**src/sv/ntcbt_pkg.sv**
```systemverilog
`timescale 1ns / 1ps
`default_nettype none
// ----------------------------------------------------------------------------
// ntcbt_pkg
// Shared types, constants and helpers of the NTC beta-equation converter.
// ----------------------------------------------------------------------------
package ntcbt_pkg;

  // Converter sample width and full-scale code.
  localparam int SAMPLE_BITS = 12;
  localparam logic [SAMPLE_BITS-1:0] FULL_SCALE = '1;

  // Configuration register widths and reset values.
  localparam int RES_W  = 20;
  localparam int COEF_W = 16;
  localparam int CFG_IDX_W  = 4;
  localparam int CFG_DATA_W = RES_W;
  localparam logic [RES_W-1:0]  FIXED_R_RST   = RES_W'(10000);
  localparam logic [RES_W-1:0]  NOMINAL_R_RST = RES_W'(10000);
  localparam logic [COEF_W-1:0] BETA_RST      = COEF_W'(3950);
  localparam logic [COEF_W-1:0] T0_RST        = COEF_W'(29815);

  typedef enum logic [CFG_IDX_W-1:0] {
    CFG_FIXED_R   = 4'd0,
    CFG_NOMINAL_R = 4'd1,
    CFG_BETA      = 4'd2,
    CFG_T0        = 4'd3
  } cfg_idx_e;

  typedef struct packed {
    logic [RES_W-1:0]  fixed_r;
    logic [RES_W-1:0]  nominal_r;
    logic [COEF_W-1:0] beta;
    logic [COEF_W-1:0] t0;
  } cfg_t;

  // Result codes.
  localparam int TEMP_W   = 16;
  localparam int STATUS_W = 2;
  typedef enum logic [STATUS_W-1:0] {
    ST_OK   = 2'd0,
    ST_RAIL = 2'd1,
    ST_SAT  = 2'd2
  } status_e;

  // Logarithm unit: Q.24 result of an operand below 2^20.
  localparam int LOG_IN_W  = 20;
  localparam int LOG_FRAC  = 24;
  localparam int LOG_LANES = 4;
  localparam int LOG_N_W   = $clog2(LOG_IN_W);
  localparam int LOG_W     = LOG_N_W + LOG_FRAC;
  localparam int MANT_W    = 32;

  // Datapath widths and constants.
  localparam int L2_W   = 32;
  localparam int PROD_W = 64;
  localparam int LN_W   = 32;
  localparam int LN_SHIFT = 30;
  localparam logic signed [L2_W-1:0] LN2_Q30 = 32'sd744261118;
  localparam int DIV_W  = 48;
  localparam int INV_W  = DIV_W + 1;
  localparam logic [DIV_W-1:0] INV_SCALE  = 48'h640000000000;
  localparam logic [DIV_W-1:0] KELVIN_OFS = DIV_W'(27315);
  localparam logic [DIV_W-1:0] TCK_MAX    = DIV_W'(60082);
  localparam logic signed [TEMP_W-1:0] TEMP_MAX = 16'sh7fff;
  localparam logic signed [TEMP_W-1:0] TEMP_MIN = 16'sh8000;

  // Sideband flags that travel with an item through the back end.
  typedef struct packed {
    logic rail;
    logic neg;
    logic inv_zero;
    logic inv_neg;
  } tag_t;

  // Classified sample passed from the front end to the back end.
  typedef struct packed {
    logic                   rail;
    logic [SAMPLE_BITS-1:0] raw;
    logic [SAMPLE_BITS-1:0] comp;
  } mid_item_t;

  localparam int MID_W  = $bits(mid_item_t);
  localparam int OUT_W  = TEMP_W + STATUS_W;
  localparam int FIFO_W = (MID_W > OUT_W) ? MID_W : OUT_W;
  localparam int FIFO_DEPTH = 4;
  localparam int FIFO_PTR_W = $clog2(FIFO_DEPTH);

  function automatic logic [LOG_N_W-1:0] msb_index(input logic [LOG_IN_W-1:0] x);
    logic [LOG_N_W-1:0] n;
    n = '0;
    for (int i = 0; i < LOG_IN_W; i++) begin
      if (x[i]) begin
        n = LOG_N_W'(i);
      end
    end
    return n;
  endfunction

endpackage
`default_nettype wire

```
**src/sv/ntcbt_front.sv**
```systemverilog
`timescale 1ns / 1ps
`default_nettype none
// ----------------------------------------------------------------------------
// ntcbt_front
// Input stage: takes samples, flags rail readings and forms the divider
// complement, then hands the classified sample to the middle queue.
// ----------------------------------------------------------------------------
module ntcbt_front (
  input  logic                             clk_i,
  input  logic                             rst_ni,
  input  logic                             push_i,
  input  logic [ntcbt_pkg::SAMPLE_BITS-1:0] raw_i,
  output logic                             full_o,
  input  logic                             mid_full_i,
  output logic                             mid_push_o,
  output ntcbt_pkg::mid_item_t             mid_item_o
);
  import ntcbt_pkg::*;

  logic      vld_q, vld_d;
  mid_item_t item_q, item_d;
  logic      accept;

  assign full_o     = vld_q && mid_full_i;
  assign accept     = push_i && !full_o;
  assign mid_push_o = vld_q && !mid_full_i;
  assign mid_item_o = item_q;

  always_comb begin
    vld_d = vld_q;
    if (accept) begin
      vld_d = 1'b1;
    end else if (mid_push_o) begin
      vld_d = 1'b0;
    end
    item_d.rail = (raw_i == '0) || (raw_i == FULL_SCALE);
    item_d.raw  = raw_i;
    item_d.comp = FULL_SCALE - raw_i;
  end

  always_ff @(posedge clk_i or negedge rst_ni) begin
    if (!rst_ni) begin
      vld_q <= 1'b0;
    end else begin
      vld_q <= vld_d;
    end
  end

  always_ff @(posedge clk_i) begin
    if (accept) begin
      item_q <= item_d;
    end
  end

endmodule
`default_nettype wire

```
**config.mk**
```make
export PLATFORM = sky130hd
export DESIGN_NAME = ntcbt_front
export DESIGN_NICKNAME = d
export VERILOG_FILES = /design/src/sv/ntcbt_pkg.sv /design/src/sv/ntcbt_front.sv
export SDC_FILE = /design/constraint.sdc
export NUM_CORES = 1
export LEC_CHECK = 0
export BUFFER_PORTS_ARGS = -buffer_cell sky130_fd_sc_hd__buf_2
export CAP_MARGIN = 15
export CELL_PAD_IN_SITES_DETAIL_PLACEMENT = 0
export CELL_PAD_IN_SITES_GLOBAL_PLACEMENT = 2
export CORE_ASPECT_RATIO = 0.8
export CORE_MARGIN = 3
export CORE_UTILIZATION = 28
export DETAILED_ROUTE_END_ITERATION = 7
export PLACE_DENSITY_LB_ADDON = 0.1
export SLEW_MARGIN = 20
export SYNTH_ARGS = -nofsm -noshare
export SYNTH_HDL_FRONTEND = slang
export SYNTH_SLANG_ARGS = --single-unit
```
**constraint.sdc**
```tcl
create_clock -name clk_i -period 2.86 [get_ports clk_i]
set_input_delay 0.572 -clock clk_i [delete_from_list [all_inputs] [get_ports clk_i]]
set_output_delay 0.572 -clock clk_i [all_outputs]
set_load 0.03 [all_outputs]
```
==> results.sh <==
export IMPL_fillCellCount=295
export IMPL_synth_mux_area_share_pct=0
export IMPL_cpMaxStageDelayCell="buf_2"
export IMPL_met2_usage_pct=13.6
export IMPL_grt_busiest_layer="met2"
export IMPL_antennaDiodeCount=0
export IMPL_area_growth_pct=34.9
export IMPL_grt_pass1_vias=550
export IMPL_drt_initial_drc_count=17
export IMPL_cpPeakStageDelay_ns=0.21
export IMPL_wirelength_um=1710
export IMPL_status="finished clean"
export IMPL_antenna_found_initial=0
export IMPL_slew_headroom_pct=79.8
export IMPL_worst_path_stages=3
export IMPL_p_leak_nw=0.524
export IMPL_layout_common_cells="buf_2 (42), edfxtp_1 (25), inv_1 (12)"
export IMPL_pin_count=43
export IMPL_met1_usage_pct=11.2
export IMPL_rows=17
export IMPL_detail_route_wl_per_cell_um=12.7
export IMPL_grt_use_total_pct=9.22
export IMPL_required_ns=2.29
export IMPL_hold_class="input port to asynchronous set/reset pin"
export IMPL_core_mm2=0.00291
export IMPL_rr_worst_depth=3
export IMPL_numPlacedInstances=131
export IMPL_ir_drop_uv=294
export IMPL_finalSetupTns_ns=0
export IMPL_grt_pass1_wl_um=2700
export IMPL_critPathTopFamily="buffers and inverters"
export IMPL_synth_compound_area_share_pct=0.838
export IMPL_yosysSeqAreaShare_pct=86.6
export IMPL_synth_seq_cells=26
export IMPL_vias_per_cell=4.21
export IMPL_avgSynthCellArea_um2=17.9
export IMPL_cts_tree="done"
export IMPL_maxSlewViolCount=0
export IMPL_timing_hold_ws_ns=0.0617
export IMPL_yosys_area_share_adder_pct=0
export IMPL_drc_errors=0
export IMPL_place_hpwl_um=1310
export IMPL_cap_viol_max_count=0
export IMPL_worst_skew_pair_late_latency_ns=0.26
export IMPL_grtUsageMet3_pct=4.29
export IMPL_setup_viol_count_final=0
export IMPL_finClkSkew_ns=0.000900
export IMPL_stdcell_count=135
export IMPL_syn_area_um2=896
export IMPL_die_area_mm2=0.00392
export IMPL_synth_nets=66
export IMPL_end_kind="output pin"
export IMPL_vias=569
export IMPL_die_h_um=56.6
export IMPL_die_x_um=69.2
export IMPL_synthCells=50
export IMPL_synthXorXnorAreaFrac_pct=0
export IMPL_cts_made_buffers=3
export IMPL_yosys_area_share_simple_pct=7.54
export IMPL_ys_types=10
export IMPL_finalHoldViolations=0
export IMPL_post_route_period_util_pct=55.9
export IMPL_gr_total_overflow=0
export IMPL_cts_path_max_buffers=2
export IMPL_fmax_mhz=626
export IMPL_tightestPinTransition_ns=0.300
export IMPL_worstPathArrival_ns=1.03
export IMPL_place_congestion=0.647
export IMPL_cellPowerDensity_mw_per_mm2=616
export IMPL_period_needed_ns=1.60
export IMPL_cts_max_level=1
export IMPL_clock_sinks=26
export IMPL_drive_above_1_share_pct=48.5
export IMPL_cts_root_buf="clkbuf_8"
export IMPL_crit_type="input port to output pin"
export IMPL_synth_top_family_by_area="simple AND/OR/NAND/NOR gates"
export IMPL_start_util_pct=30.7
export IMPL_worstPathMaxFanout=3
export IMPL_nets=114
export IMPL_cp_common_cell="buf_2"
export IMPL_crit_chain="buf_2 -> and2_1 -> buf_2"
export IMPL_crit_path_start_kind="input port"
export IMPL_mostFrequentLayoutCell="buf_2"
export IMPL_path_clk_slew_ns=0.08
export IMPL_postCtsHoldBufs=0
export IMPL_crit_buf_inv=2
export IMPL_grt_max_degree=26
export IMPL_ant_nets=0
export IMPL_ctsResizeCount=0
export IMPL_rsz0062_at_grt="false"
export IMPL_yosys_warnings=0
export IMPL_firstDrtPassIters=4
export IMPL_port_buffer_count=42
export IMPL_cts_setup_buffers=0
-- synthesized netlist by cell type, drive strengths merged --
master	number	share of area [%]
or2	1	0.70
nor2b	2	1.4
o31ai	1	0.84
edfxtp	25	84
nand4	3	2.1
nor4	3	2.1
dfrtp	1	2.8
nand3	1	0.56
inv	12	5.0
and2	1	0.70
-- layer usage --
metal | routed length [µm] | vias to the layer above
met5 | 0 | -
met2 | 813 | 27
li1 | - | 274
met4 | 40 | 0
met3 | 149 | 5
met1 | 709 | 263
-- report_power, final --
group	switching (mW)	total (mW)	internal [mW]
Clock	0.105	0.201	0.0960
Combinational	0.0710	0.0972	0.0261
Sequential	0.00471	0.446	0.442
Total	0.181	0.744	0.564
-- through the flow --
step                      instance area, µm²  setup slack (ns)  util (%)  total power, mW
after global routing                    1210              1.21      41.5            0.781
after CTS                               1210              1.26      41.5            0.757
final                                   1210              1.26      41.5            0.744
after floorplan                          896             0.448         -            0.513
after global placement                  1160              1.27      39.9            0.553
after detailed placement                1160              1.26      39.9            0.555
-- logic make-up after synthesis --
family                 count (synthesis)
DFF                                   26
and+or+nand+nor                       11
AOI/OAI and AO/OA                      1
buffers and inverters                 12
-- area by class of cell --
class | count | area [µm²] | area share, %
Sequential cell | 26 | 776 | 64.2
Timing Repair Buffer | 43 | 218 | 18.0
Multi-Input combinational cell | 12 | 77.6 | 6.42
Tap cell | 38 | 47.5 | 3.93
Inverter | 12 | 45.0 | 3.73
Clock buffer | 3 | 41.3 | 3.42
Clock inverter | 1 | 3.75 | 0.311
-- sequential cells by signal, indices dropped and copies added (netlist names) --
| signal | count |
|---|---|
| vld_q | 1 |
| mid_item_o | 25 |
-- final timing paths --
kind,start,endpoint,slack (ns)
min,rst_ni,vld_q,0.06
max in group asynchronous,rst_ni,vld_q,2.72
min reg2reg,vld_q,vld_q,0.65
max reg2reg,vld_q,mid_item_o[15],1.57
max,mid_full_i,full_o,1.26
min in group clk_i,push_i,vld_q,0.50
No activity file was read; power rests on OpenSTA's default activity.
