==> config.mk <==
export PLATFORM = sky130hd
export DESIGN_NAME = ntcbt_fifo
export DESIGN_NICKNAME = d
export VERILOG_FILES = /design/src/sv/ntcbt_pkg.sv /design/src/sv/ntcbt_fifo.sv
export SDC_FILE = /design/constraint.sdc
export NUM_CORES = 1
export LEC_CHECK = 0
export BUFFER_PORTS_ARGS = -buffer_cell sky130_fd_sc_hd__buf_2
export CAP_MARGIN = 5
export CORE_ASPECT_RATIO = 1.1
export CORE_UTILIZATION = 50
export DETAILED_ROUTE_END_ITERATION = 10
export GPL_ROUTABILITY_DRIVEN = 0
export PLACE_DENSITY = 0.73
export SYNTH_ARGS = -nofsm -noshare
export SYNTH_HDL_FRONTEND = slang
export SYNTH_SLANG_ARGS = --single-unit
==> constraint.sdc <==
create_clock -name clk_i -period 2.5 [get_ports clk_i]
set_input_delay 0.25 -clock clk_i [delete_from_list [all_inputs] [get_ports clk_i]]
set_output_delay 0.25 -clock clk_i [all_outputs]
set_load 0.02 [all_outputs]
==> src/sv/ntcbt_pkg.sv <==
`timescale 1ns / 1ps
`default_nettype none
// ----------------------------------------------------------------------------
// ntcbt_pkg
// Shared types, constants and helpers of the NTC beta-equation converter.
// ----------------------------------------------------------------------------
package ntcbt_pkg;

  // Converter sample width and full-scale code.
  localparam int SAMPLE_BITS = 12;
  localparam logic [SAMPLE_BITS-1:0] FULL_SCALE = '1;

  // Configuration register widths and reset values.
  localparam int RES_W  = 20;
  localparam int COEF_W = 16;
  localparam int CFG_IDX_W  = 4;
  localparam int CFG_DATA_W = RES_W;
  localparam logic [RES_W-1:0]  FIXED_R_RST   = RES_W'(10000);
  localparam logic [RES_W-1:0]  NOMINAL_R_RST = RES_W'(10000);
  localparam logic [COEF_W-1:0] BETA_RST      = COEF_W'(3950);
  localparam logic [COEF_W-1:0] T0_RST        = COEF_W'(29815);

  typedef enum logic [CFG_IDX_W-1:0] {
    CFG_FIXED_R   = 4'd0,
    CFG_NOMINAL_R = 4'd1,
    CFG_BETA      = 4'd2,
    CFG_T0        = 4'd3
  } cfg_idx_e;

  typedef struct packed {
    logic [RES_W-1:0]  fixed_r;
    logic [RES_W-1:0]  nominal_r;
    logic [COEF_W-1:0] beta;
    logic [COEF_W-1:0] t0;
  } cfg_t;

  // Result codes.
  localparam int TEMP_W   = 16;
  localparam int STATUS_W = 2;
  typedef enum logic [STATUS_W-1:0] {
    ST_OK   = 2'd0,
    ST_RAIL = 2'd1,
    ST_SAT  = 2'd2
  } status_e;

  // Logarithm unit: Q.24 result of an operand below 2^20.
  localparam int LOG_IN_W  = 20;
  localparam int LOG_FRAC  = 24;
  localparam int LOG_LANES = 4;
  localparam int LOG_N_W   = $clog2(LOG_IN_W);
  localparam int LOG_W     = LOG_N_W + LOG_FRAC;
  localparam int MANT_W    = 32;

  // Datapath widths and constants.
  localparam int L2_W   = 32;
  localparam int PROD_W = 64;
  localparam int LN_W   = 32;
  localparam int LN_SHIFT = 30;
  localparam logic signed [L2_W-1:0] LN2_Q30 = 32'sd744261118;
  localparam int DIV_W  = 48;
  localparam int INV_W  = DIV_W + 1;
  localparam logic [DIV_W-1:0] INV_SCALE  = 48'h640000000000;
  localparam logic [DIV_W-1:0] KELVIN_OFS = DIV_W'(27315);
  localparam logic [DIV_W-1:0] TCK_MAX    = DIV_W'(60082);
  localparam logic signed [TEMP_W-1:0] TEMP_MAX = 16'sh7fff;
  localparam logic signed [TEMP_W-1:0] TEMP_MIN = 16'sh8000;

  // Sideband flags that travel with an item through the back end.
  typedef struct packed {
    logic rail;
    logic neg;
    logic inv_zero;
    logic inv_neg;
  } tag_t;

  // Classified sample passed from the front end to the back end.
  typedef struct packed {
    logic                   rail;
    logic [SAMPLE_BITS-1:0] raw;
    logic [SAMPLE_BITS-1:0] comp;
  } mid_item_t;

  localparam int MID_W  = $bits(mid_item_t);
  localparam int OUT_W  = TEMP_W + STATUS_W;
  localparam int FIFO_W = (MID_W > OUT_W) ? MID_W : OUT_W;
  localparam int FIFO_DEPTH = 4;
  localparam int FIFO_PTR_W = $clog2(FIFO_DEPTH);

  function automatic logic [LOG_N_W-1:0] msb_index(input logic [LOG_IN_W-1:0] x);
    logic [LOG_N_W-1:0] n;
    n = '0;
    for (int i = 0; i < LOG_IN_W; i++) begin
      if (x[i]) begin
        n = LOG_N_W'(i);
      end
    end
    return n;
  endfunction

endpackage
`default_nettype wire

==> src/sv/ntcbt_fifo.sv <==
`timescale 1ns / 1ps
`default_nettype none
// ----------------------------------------------------------------------------
// ntcbt_fifo
// Small first-in first-out queue; push and pop may coincide, also when full.
// ----------------------------------------------------------------------------
module ntcbt_fifo (
  input  logic                        clk_i,
  input  logic                        rst_ni,
  input  logic                        push_i,
  input  logic [ntcbt_pkg::FIFO_W-1:0] data_i,
  input  logic                        pop_i,
  output logic [ntcbt_pkg::FIFO_W-1:0] data_o,
  output logic                        full_o,
  output logic                        empty_o
);
  import ntcbt_pkg::*;

  logic [FIFO_W-1:0]     mem_q [FIFO_DEPTH];
  logic [FIFO_PTR_W-1:0] wptr_q, wptr_d, rptr_q, rptr_d;
  logic [FIFO_PTR_W:0]   cnt_q, cnt_d;

  always_comb begin
    wptr_d = push_i ? wptr_q + 1'b1 : wptr_q;
    rptr_d = pop_i ? rptr_q + 1'b1 : rptr_q;
    cnt_d  = cnt_q;
    if (push_i && !pop_i) begin
      cnt_d = cnt_q + 1'b1;
    end else if (!push_i && pop_i) begin
      cnt_d = cnt_q - 1'b1;
    end
  end

  always_ff @(posedge clk_i or negedge rst_ni) begin
    if (!rst_ni) begin
      wptr_q <= '0;
      rptr_q <= '0;
      cnt_q  <= '0;
    end else begin
      wptr_q <= wptr_d;
      rptr_q <= rptr_d;
      cnt_q  <= cnt_d;
    end
  end

  always_ff @(posedge clk_i) begin
    if (push_i) begin
      mem_q[wptr_q] <= data_i;
    end
  end

  assign data_o  = mem_q[rptr_q];
  assign full_o  = (cnt_q == (FIFO_PTR_W+1)'(FIFO_DEPTH));
  assign empty_o = (cnt_q == '0);

endmodule
`default_nettype wire

==> impl_results.md, run 1 <==
- Post-CTS Setup Inserts: 0
- Setup crit end kind: primary output
- CTS tree: built
- # resized after CTS: 0
- Setup Crit Path Kind: reg2out
- Share of post-route cells with drive strength above 1: 41.7%
- Leakage Power: 0.00169 uW
- Worst path cell trace: buf_12 -> mux4_1 -> buf_2
- Initial antenna violation count: 0
- FMAX: 458 MHz
- Setup violations, final: 0
- Die Area: 8460 um2
- Final worst slack: 0.319 ns
- TritonCTS Sinks: 107
- Initial Util: 51.4%
- Register area share after synthesis: 78.5%
- R2r setup slk: 1.10 ns
- Worst-path clk slew: 0.10 ns
- Initial DRC Count: 73
- Worst Tran Pin Value: 0.403 ns
- CP required: 2.25 ns
- Commonest non-fill, non-tap cell in the layout: edfxtp_1
- GRT Util Overall: 16.3%
- Most frequent cells in the layout: edfxtp_1 (100), buf_2 (55), mux4_2 (18)
- Number of library cell types mapped by synthesis: 19
- Post-DRT Antenna Nets: 0
- Std cell rows: 34
- Max-slew violations: 0
- Worst slew margin: 73.1%
- Number of buffers added on ports: 55
- Hold endpoint: mem_q[2][19]$_DFFE_PP_
- Worst r2r src: cnt_q[0]$_DFFE_PN0P_
- Antenna cells: 0
- Number of nets in the layout: 272
- First-pass GRT wire length: 9580 um
- I/O pin count: 56
- Grt ovf: 0
- Largest net degree at the start of global routing: 18
- Mean Syn Cell Area: 24.5 um2
- CTS max path bufs: 2
- Min-delay src: data_i[19]
- Maximum vdd drop: 603 uV
- Wirelength, routed: 6100 um
- Fin crit period: 2.18 ns
- First-pass DRT Iterations: 4
- Final Core Density: 59.7%
- Final Cycle Share: 87.3%
- Drt via density: 5.12
- Crit path max-delay cell type: dfrtp_2
- Die width: 87.8 um
- Worst Hold Depth: 1
- Tot Pwr: 5300 uW
- End of the worst register-to-register path: cnt_q[2]$_DFFE_PN0P_
- CP Max Fanout: 15
- Cts hold-fix bufs: 1
- RSZ-0062 raised after global routing: false
- Core Area: 7870 um2
- Synthesized Nets: 200
- Flop and latch count out of synthesis: 107
- Largest stage delay, worst path: 0.63 ns
- Routed length per instance: 17.4 um
- Final HPWL DP: 4090 um
- Reg2Reg Depth: 4
- Clock skew: 0.0139 ns
- Crit start category: flip-flop
- Power per cell area: 1130 nW/um2
- Max cap viols: 0
- Setup TNS: 0 ns
- Clock root cell: clkbuf_8
- # DRC: 0
- Clock Latency Late Sink: 0.36 ns
- Mapped Cells: 165
- Min-delay worst type: in2reg
- Die height: 96.4 um
- Count of final hold-check violations: 0
- Syn-to-layout area delta: 16.1%
- Vias in the first global route: 1,892
- Yosys Warn Count: 0
- Netlist area before placement: 4050 um2
- Vias post-DR: 1,792
- Htree depth: 3
- Worst slack at placement: 0.661 ns
- Num CTS Buffers: 9
- Arr. time, crit path: 1.93 ns
- Status: finished, final reports clean
-- cells by family after synthesis --
family	after synthesis	synth area share, %
buf+inv	10	2.01
compound gates	1	0.123
simple gates	9	1.21
fa+ha+maj	6	2.04
mux	26	14.8
flops	107	78.5
xor+xnor	6	1.30
-- stage by stage --
stage | instances | hold slack, ns | area (um2)
after CTS | 350 | 0.0739 | 4700
final | 350 | 0.0916 | 4700
after global routing | 350 | 0.0822 | 4700
after floorplan | 165 | -0.0456 | 4050
after global placement | 333 | 0.0912 | 4490
after detailed placement | 333 | 0.0986 | 4490
-- critical path, delay by kind of cell, from the launching register on --
| family | cells | cell delay [ns] |
|---|---|---|
| flops | 1 | 0.63 |
| mux | 1 | 0.54 |
| buf+inv | 2 | 0.40 |
-- per-layer routing --
layer | track usage (%) | share of wire [%] | up-vias
li1 | - | - | 828
met1 | 19.9 | 43 | 911
met2 | 26.3 | 52 | 45
met3 | 4.50 | 4.2 | 8
met4 | 9.15 | 1.4 | 0
met5 | 0 | 0 | -
-- cell usage after synthesis, drive strengths merged --
cell    count  area share, %
and2        4           0.62
buf         6            1.6
dfrtp       7            4.3
edfxtp    100             74
fa          1           0.49
ha          5            1.5
inv         4           0.37
mux2        1           0.28
mux4       25             15
nand2       2           0.19
nor2        1          0.093
nor3        1           0.12
nor3b       1           0.19
o21ai       1           0.12
xnor2       2           0.43
xor2        4           0.87
-- flip-flops by register name, summed over array words and instances (netlist names) --
| register | cells |
|---|---|
| mem_q | 100 |
| rptr_q | 2 |
| wptr_q | 2 |
| cnt_q | 3 |
-- power by group --
| part | internal [uW] | switching [uW] |
|---|---|---|
| Clock | 496 | 544 |
| Sequential | 2350 | 163 |
| Combinational | 779 | 963 |
-- area by class of cell --
cell class | count | area [um2]
flip-flops and latches | 107 | 3180
fillers | 584 | 3170
multi-input cells | 48 | 790
repair buffers | 67 | 380
clock buffers | 11 | 141
well taps | 108 | 135
clock inverters | 5 | 61.3
inverters | 4 | 15.0
-- worst max-delay path by stage --
stage                                from               endpoint  cells after the start
floorplan           wptr_q[0]$_DFFE_PN0P_  mem_q[0][0]$_DFFE_PP_                      3
global placement    rptr_q[0]$_DFFE_PN0P_             data_o[23]                      3
detailed placement  rptr_q[0]$_DFFE_PN0P_             data_o[23]                      3
CTS                 rptr_q[0]$_DFFE_PN0P_             data_o[23]                      3
global route        rptr_q[0]$_DFFE_PN0P_             data_o[23]                      3
finish              rptr_q[0]$_DFFE_PN0P_             data_o[23]                      3
Power figures use the tool's default switching activity.
==> run 2: changes to the inputs <==
CORE_ASPECT_RATIO = not set   (was 1.1)
PLACE_DENSITY = 0.81   (was 0.73)
==> run 2 against run 1 <==
Compared with the run above:
- register-to-register slack worse by 0.07 ns
- clock skew down 0.0035 ns
- critical path type unchanged
- worst setup slack worse by 0.038 ns
- first-iteration DRC count up 79%
- worst hold slack worse by 0.0038 ns
- power down 0.88%
- flip-flop and latch count unchanged
==> impl_results.md, run 2 (synthesis results as in run 1) <==
- Htree depth: 3 (unchanged)
- TritonCTS Sinks: 107 (unchanged)
- Die Area: 8460 um2 (about the same)
- # resized after CTS: 0 (unchanged)
- Hold slack: 0.0878 ns (-0.00380 ns)
- Std cell rows: 32 (-5.9%)
- Final worst slack: 0.280 ns (-0.0385 ns)
- Grt ovf: 0 (unchanged)
- Buf/Inv on CP: 2 (unchanged)
- Min-delay src: data_i[1]
- Largest net degree at the start of global routing: 26 (+8)
- Most frequent cells in the layout: edfxtp_1 (100), buf_2 (55), mux4_2 (18)
- Max-slew violations: 0 (unchanged)
- Crit start category: flip-flop
- WP depth: 3 (unchanged)
- CP Max Fanout: 10 (-5)
- Setup TNS: 0 ns (unchanged)
- Wirelength, routed: 6240 um (+2.3%)
- Power per cell area: 1130 nW/um2 (about the same)
- FILL cells: 585 (+0.17%)
- Die width: 92.0 um (+4.8%)
- Largest stage delay, worst path: 0.59 ns (-0.04 ns)
- Finished Layout Cells: 341 (-2.6%)
- Delay-heaviest family, CP: multiplexers
- Crit path max-delay cell type: mux4_1
- Clock Latency Late Sink: 0.37 ns (about the same)
- End of the worst register-to-register path: mem_q[2][5]$_DFFE_PP_
- Final Cycle Share: 88.8% (+1.5 points)
- Vias post-DR: 1,816 (+1.3%)
- Commonest non-fill, non-tap cell in the layout: edfxtp_1
- Arr. time, crit path: 1.97 ns (+0.04 ns)
- Clock root cell: clkbuf_8
- Maximum vdd drop: 494 uV (-18%)
- Worst slack at placement: 0.647 ns (-0.0140 ns)
- Fin crit period: 2.22 ns (+0.0385 ns)
- Initial antenna violation count: 0 (unchanged)
- RSZ-0062 raised after global routing: false
- Worst Hold Depth: 1 (unchanged)
- CTS tree: built
- Final HPWL DP: 3910 um (-4.2%)
- Setup violations, final: 0 (unchanged)
- Core Area: 7770 um2 (-1.3%)
- First-pass DRT Iterations: 4 (unchanged)
- Worst-path clk slew: 0.11 ns (about the same)
- Initial Util: 52.1% (+0.68 points)
- Top Registers: mem_q: 100 flops, cnt_q: 3 flops
- First-pass GRT wire length: 9880 um (+3.1%)
- Die height: 92.0 um (-4.6%)
- Post-DRT Antenna Nets: 0 (unchanged)
- Worst slew margin: 73.7% (+0.58 points)
- Worst Tran Pin Value: 0.394 ns (-0.00876 ns)
- Share of post-route cells with drive strength above 1: 41.4% (-0.31 points)
- Setup Crit Path Kind: reg2out
- GRT Util Overall: 16.5% (+0.28 points)
- Setup crit end kind: primary output
- Antenna cells: 0 (unchanged)
- Min-delay worst type: in2reg
- Reg2Reg Depth: 4 (unchanged)
- Leakage Power: 0.00167 uW (-1.3%)
- Number of buffers added on ports: 55 (unchanged)
- R2r setup slk: 1.03 ns (-0.07 ns)
- Hold endpoint: mem_q[0][1]$_DFFE_PP_
- Count of final hold-check violations: 0 (unchanged)
- Num CTS Buffers: 9 (unchanged)
- Worst r2r src: wptr_q[0]$_DFFE_PN0P_
- Final Core Density: 60.0% (+0.27 points)
- I/O pin count: 56 (unchanged)
- Status: finished, final reports clean
- Number of nets in the layout: 269 (-1.1%)
- Max cap viols: 0 (unchanged)
- # DRC: 0 (unchanged)
- FMAX: 450 MHz (-1.7%)
- Initial DRC Count: 131 (+79%)
- Routed length per instance: 18.3 um (+5.0%)
- CP required: 2.25 ns (about the same)
- Vias in the first global route: 1,881 (-0.58%)
- Clock skew: 0.0104 ns (-0.00351 ns)
- Worst path cell trace: buf_4 -> mux4_1 -> buf_2
- DP Cell Count: 324 (-2.7%)
- CTS max path bufs: 2 (unchanged)
- Max reg flops: 100 (unchanged)
- Drt via density: 5.33 (+4.0%)
- Syn-to-layout area delta: 15.1%
- Biggest register: mem_q
-- run 2: stage by stage --
stage	power [uW]	area, um2
2_1_floorplan	3810	4050
3_3_place_gp	4260	4450
3_5_place_dp	4310	4450
4_1_cts	5340	4660
5_1_grt	5530	4660
6_report	5250	4660
-- run 2: power by group --
part           leakage [uW]  switching, uW  total, uW  internal [uW]
combinational      0.000562            981       1730            746
clock              0.000104            625       1030            401
sequential          0.00100            143       2500           2350
total               0.00167           1750       5250           3500
-- run 2: final cells by class --
cell class	count	area, um2	area share [%]
sequential	107	3180	68.2
multi-input combinational	48	790	16.9
timing repair buffer	64	345	7.41
tap	102	128	2.74
clock buffer	9	124	2.66
clock inverter	7	81.3	1.74
inverter	4	15.0	0.322
-- run 2: worst reg2reg max path: cells and delay by family, from the launching register on --
kind	cells	cell delay, ns
adder cells (fa/ha/maj)	1	0.14
buffers and inverters	2	0.45
flip-flops	1	0.43
AND/OR/NAND/NOR	1	0.11
-- run 2: what timing repair did --
action | in CTS | in global routing
setup buffers | 0 | 0
hold buffers | 1 | 0
setup endpoints to repair | 0 | 0
hold endpoints to repair | 7 | 0
-- run 2: per-layer routing --
| layer | track usage [%] | routed length, um | vias to the layer above |
|---|---|---|---|
| met2 | 25.6 | 3100 | 45 |
| met5 | 0 | 0 | - |
| li1 | - | - | 819 |
| met4 | 8.20 | 93 | 0 |
| met3 | 4.06 | 236 | 9 |
| met1 | 22.1 | 2800 | 943 |
-- run 2: worst max path at each step --
stage                               start                     to
finish              rptr_q[0]$_DFFE_PN0P_             data_o[24]
floorplan           wptr_q[0]$_DFFE_PN0P_  mem_q[0][0]$_DFFE_PP_
CTS                 rptr_q[0]$_DFFE_PN0P_             data_o[24]
detailed placement  rptr_q[0]$_DFFE_PN0P_             data_o[24]
global route        rptr_q[0]$_DFFE_PN0P_             data_o[24]
global placement    rptr_q[0]$_DFFE_PN0P_             data_o[24]
==> run 3: changes to the inputs <==
RECOVER_POWER = 100   (was not set)
clock period = 2.2 ns   (was 2.5 ns; I/O delays follow)
==> run 3 against run 2 <==
Compared with the run above:
- via count fell by 1.7%
- die area is the same
- combinational power is 12% higher
- worst hold slack worse by 0.0077 ns
- routed wire length shrank 1.9%
- non-clock buffer count is 1 lower
- clock power up 28%
- sequential power is 13% higher
- worst setup slack lost 0.14 ns
- power rose by 16%
- critical path depth did not move
- final cell count is 0.29% lower
- critical path type unchanged
- critical endpoint is now data_o[23]
==> impl_results.md, run 3 (synthesis results as in run 1) <==
- Hold slack: 0.0801 ns (-0.00771 ns)
- Setup violations, final: 0 (unchanged)
- Setup crit end kind: primary output
- Crit path max-delay cell type: mux4_1
- First-pass DRT Iterations: 4 (unchanged)
- First-pass GRT wire length: 9650 um (-2.3%)
- Final Cycle Share: 93.7%
- Setup Crit Path Kind: reg2out
- Biggest register: mem_q
- Die height: 92.0 um (unchanged)
- Vias in the first global route: 1,900 (+1.0%)
- Worst Hold Depth: 2 (+1)
- Clock root cell: clkbuf_8
- RSZ-0062 raised after global routing: false
- Reg power frac: 46.5% (-1.1 points)
- Max-slew violations: 0 (unchanged)
- CP required: 1.98 ns (-0.27 ns)
- Antenna cells: 0 (unchanged)
- DP Cell Count: 323 (-0.31%)
- Buf/Inv on CP: 2 (unchanged)
- FILL cells: 570 (-2.6%)
- Min-delay worst type: in2reg
- Fin crit period: 2.06 ns
- Number of nets in the layout: 268 (-0.37%)
- Arr. time, crit path: 1.84 ns (-0.13 ns)
- Htree depth: 3 (unchanged)
- CTS max path bufs: 2 (unchanged)
- FMAX: 485 MHz
- Count of final hold-check violations: 0 (unchanged)
- Initial antenna violation count: 0 (unchanged)
- Largest net degree at the start of global routing: 26 (unchanged)
- Post-DRT Antenna Nets: 0 (unchanged)
- Delay-heaviest family, CP: multiplexers
- CP Launch Point: rptr_q[0]$_DFFE_PN0P_
- Status: finished, final reports clean
- TritonCTS Sinks: 107 (unchanged)
- Number of buffers added on ports: 55 (unchanged)
- Wirelength, routed: 6120 um (-1.9%)
- Worst Tran Pin Value: 0.725 ns (+0.331 ns)
- R2r setup slk: 0.44 ns (-0.59 ns)
- Largest stage delay, worst path: 0.58 ns (about the same)
- Internal power: 4140 uW (+18%)
- Setup TNS: 0 ns (unchanged)
- Maximum vdd drop: 631 uV (+28%)
- GRT Util Overall: 15.9% (-0.59 points)
- Reg2Reg Depth: 4 (unchanged)
- Initial DRC Count: 126 (-3.8%)
- Crit start category: flip-flop
- CTS tree: built
- Num CTS Buffers: 9 (unchanged)
- Most frequent cells in the layout: edfxtp_1 (100), clkbuf_1 (39), mux4_2 (18)
- Finished Layout Cells: 340 (-0.29%)
- Switch Pwr: 1950 uW (+12%)
- Post-route cell area: 4630 um2 (-0.59%)
- Clock skew: 0.00657 ns (-0.00382 ns)
- CP Max Fanout: 21 (+11)
- Max cap viols: 0 (unchanged)
- End of the worst register-to-register path: mem_q[0][6]$_DFFE_PP_
- Critical Path End: data_o[23]
- Grt ovf: 0 (unchanged)
- WP depth: 3 (unchanged)
- Share of post-route cells with drive strength above 1: 24.8% (-17 points)
- Worst path cell trace: buf_12 -> mux4_1 -> clkbuf_2
- Final HPWL DP: 3910 um (-0.11%)
- Worst-path clk slew: 0.09 ns (-0.02 ns)
- Post-CTS Setup Inserts: 0 (unchanged)
- Clock share of power: 21.7% (+2.1 points)
- Dpl cell area: 4450 um2 (+0.11%)
- Vias post-DR: 1,785 (-1.7%)
- Commonest non-fill, non-tap cell in the layout: edfxtp_1
- Final Core Density: 59.7% (-0.35 points)
- Std cell rows: 32 (unchanged)
- Routed length per instance: 18.0 um (-1.6%)
- Worst slew margin: 51.7% (-22 points)
- Die width: 92.0 um (unchanged)
- Leakage Power: 0.00156 uW (-6.2%)
- Syn-to-layout area delta: 14.5%
- Initial Util: 52.1% (unchanged)
- Clock Latency Late Sink: 0.36 ns (about the same)
- Drt via density: 5.25 (-1.4%)
- Worst r2r src: wptr_q[0]$_DFFE_PN0P_
- Power per cell area: 1320 nW/um2 (+17%)
- Max reg flops: 100 (unchanged)
- # DRC: 0 (unchanged)
- I/O pin count: 56 (unchanged)
- Top Registers: mem_q: 100 flops, cnt_q: 3 flops
- Core Area: 7770 um2 (unchanged)
- Logic pwr share: 31.8% (-1.1 points)
- Die Area: 8460 um2 (unchanged)
- Sw Ratio: 32.0% (-1.3 points)
## run 3: cell count changes in the layout (fill, tap and decap cells not counted), moves of 3 or more
cell | previous run | this run
and2_0 | 0 | 3
and2_1 | 4 | 1
buf_2 | 55 | 3
buf_4 | 8 | 2
clkbuf_1 | 0 | 39
clkbuf_2 | 0 | 17
## run 3: area by class of cell
cell class / instances / area, um2 / area share (%)
inverters: 4 / 15.0 / 0.324
repair buffers: 63 / 292 / 6.29
clock buffers: 9 / 124 / 2.67
clock inverters: 7 / 108 / 2.32
flip-flops and latches: 107 / 3180 / 68.6
well taps: 102 / 128 / 2.75
multi-input cells: 48 / 790 / 17.0
## run 3: how the worst min path moves through the flow
stage	from	to	slack (ns)
after floorplan	rst_ni	cnt_q[0]$_DFFE_PN0P_	-0.08
after global placement	rst_ni	wptr_q[0]$_DFFE_PN0P_	0.07
after detailed placement	rst_ni	cnt_q[1]$_DFFE_PN0P_	0.07
after CTS	data_i[7]	mem_q[0][7]$_DFFE_PP_	0.05
after global routing	pop_i	rptr_q[0]$_DFFE_PN0P_	0.06
final	pop_i	rptr_q[0]$_DFFE_PN0P_	0.08
## run 3: what timing repair did
action	in CTS	in global routing
hold buffers	1	0
endpoints found under the hold margin	7	0
gates resized for setup	0	0
## run 3: through the flow
| stage | power, uW | setup WS [ns] |
|---|---|---|
| after floorplan | 4330 | 0.563 |
| after global placement | 4860 | 0.513 |
| after detailed placement | 4920 | 0.508 |
| after CTS | 6220 | 0.0990 |
| after global routing | 6380 | 0.0456 |
| final | 6090 | 0.138 |
## run 3: layer usage
| layer | share of wire (%) | global-route usage, % | up-vias |
|---|---|---|---|
| li1 | - | - | 817 |
| met1 | 44 | 19.7 | 909 |
| met2 | 49 | 26.6 | 53 |
| met3 | 5.2 | 5.14 | 6 |
| met4 | 1.1 | 5.60 | 0 |
| met5 | 0 | 0 | - |
## run 3: power by group through the flow
stage	combinational [uW]	clock, uW	sequential [uW]
2_1_floorplan	1520	0	2810
4_1_cts	2040	1350	2830
3_5_place_dp	2040	0	2880
5_1_grt	2090	1420	2870
6_report	1940	1320	2830
3_3_place_gp	2000	0	2850
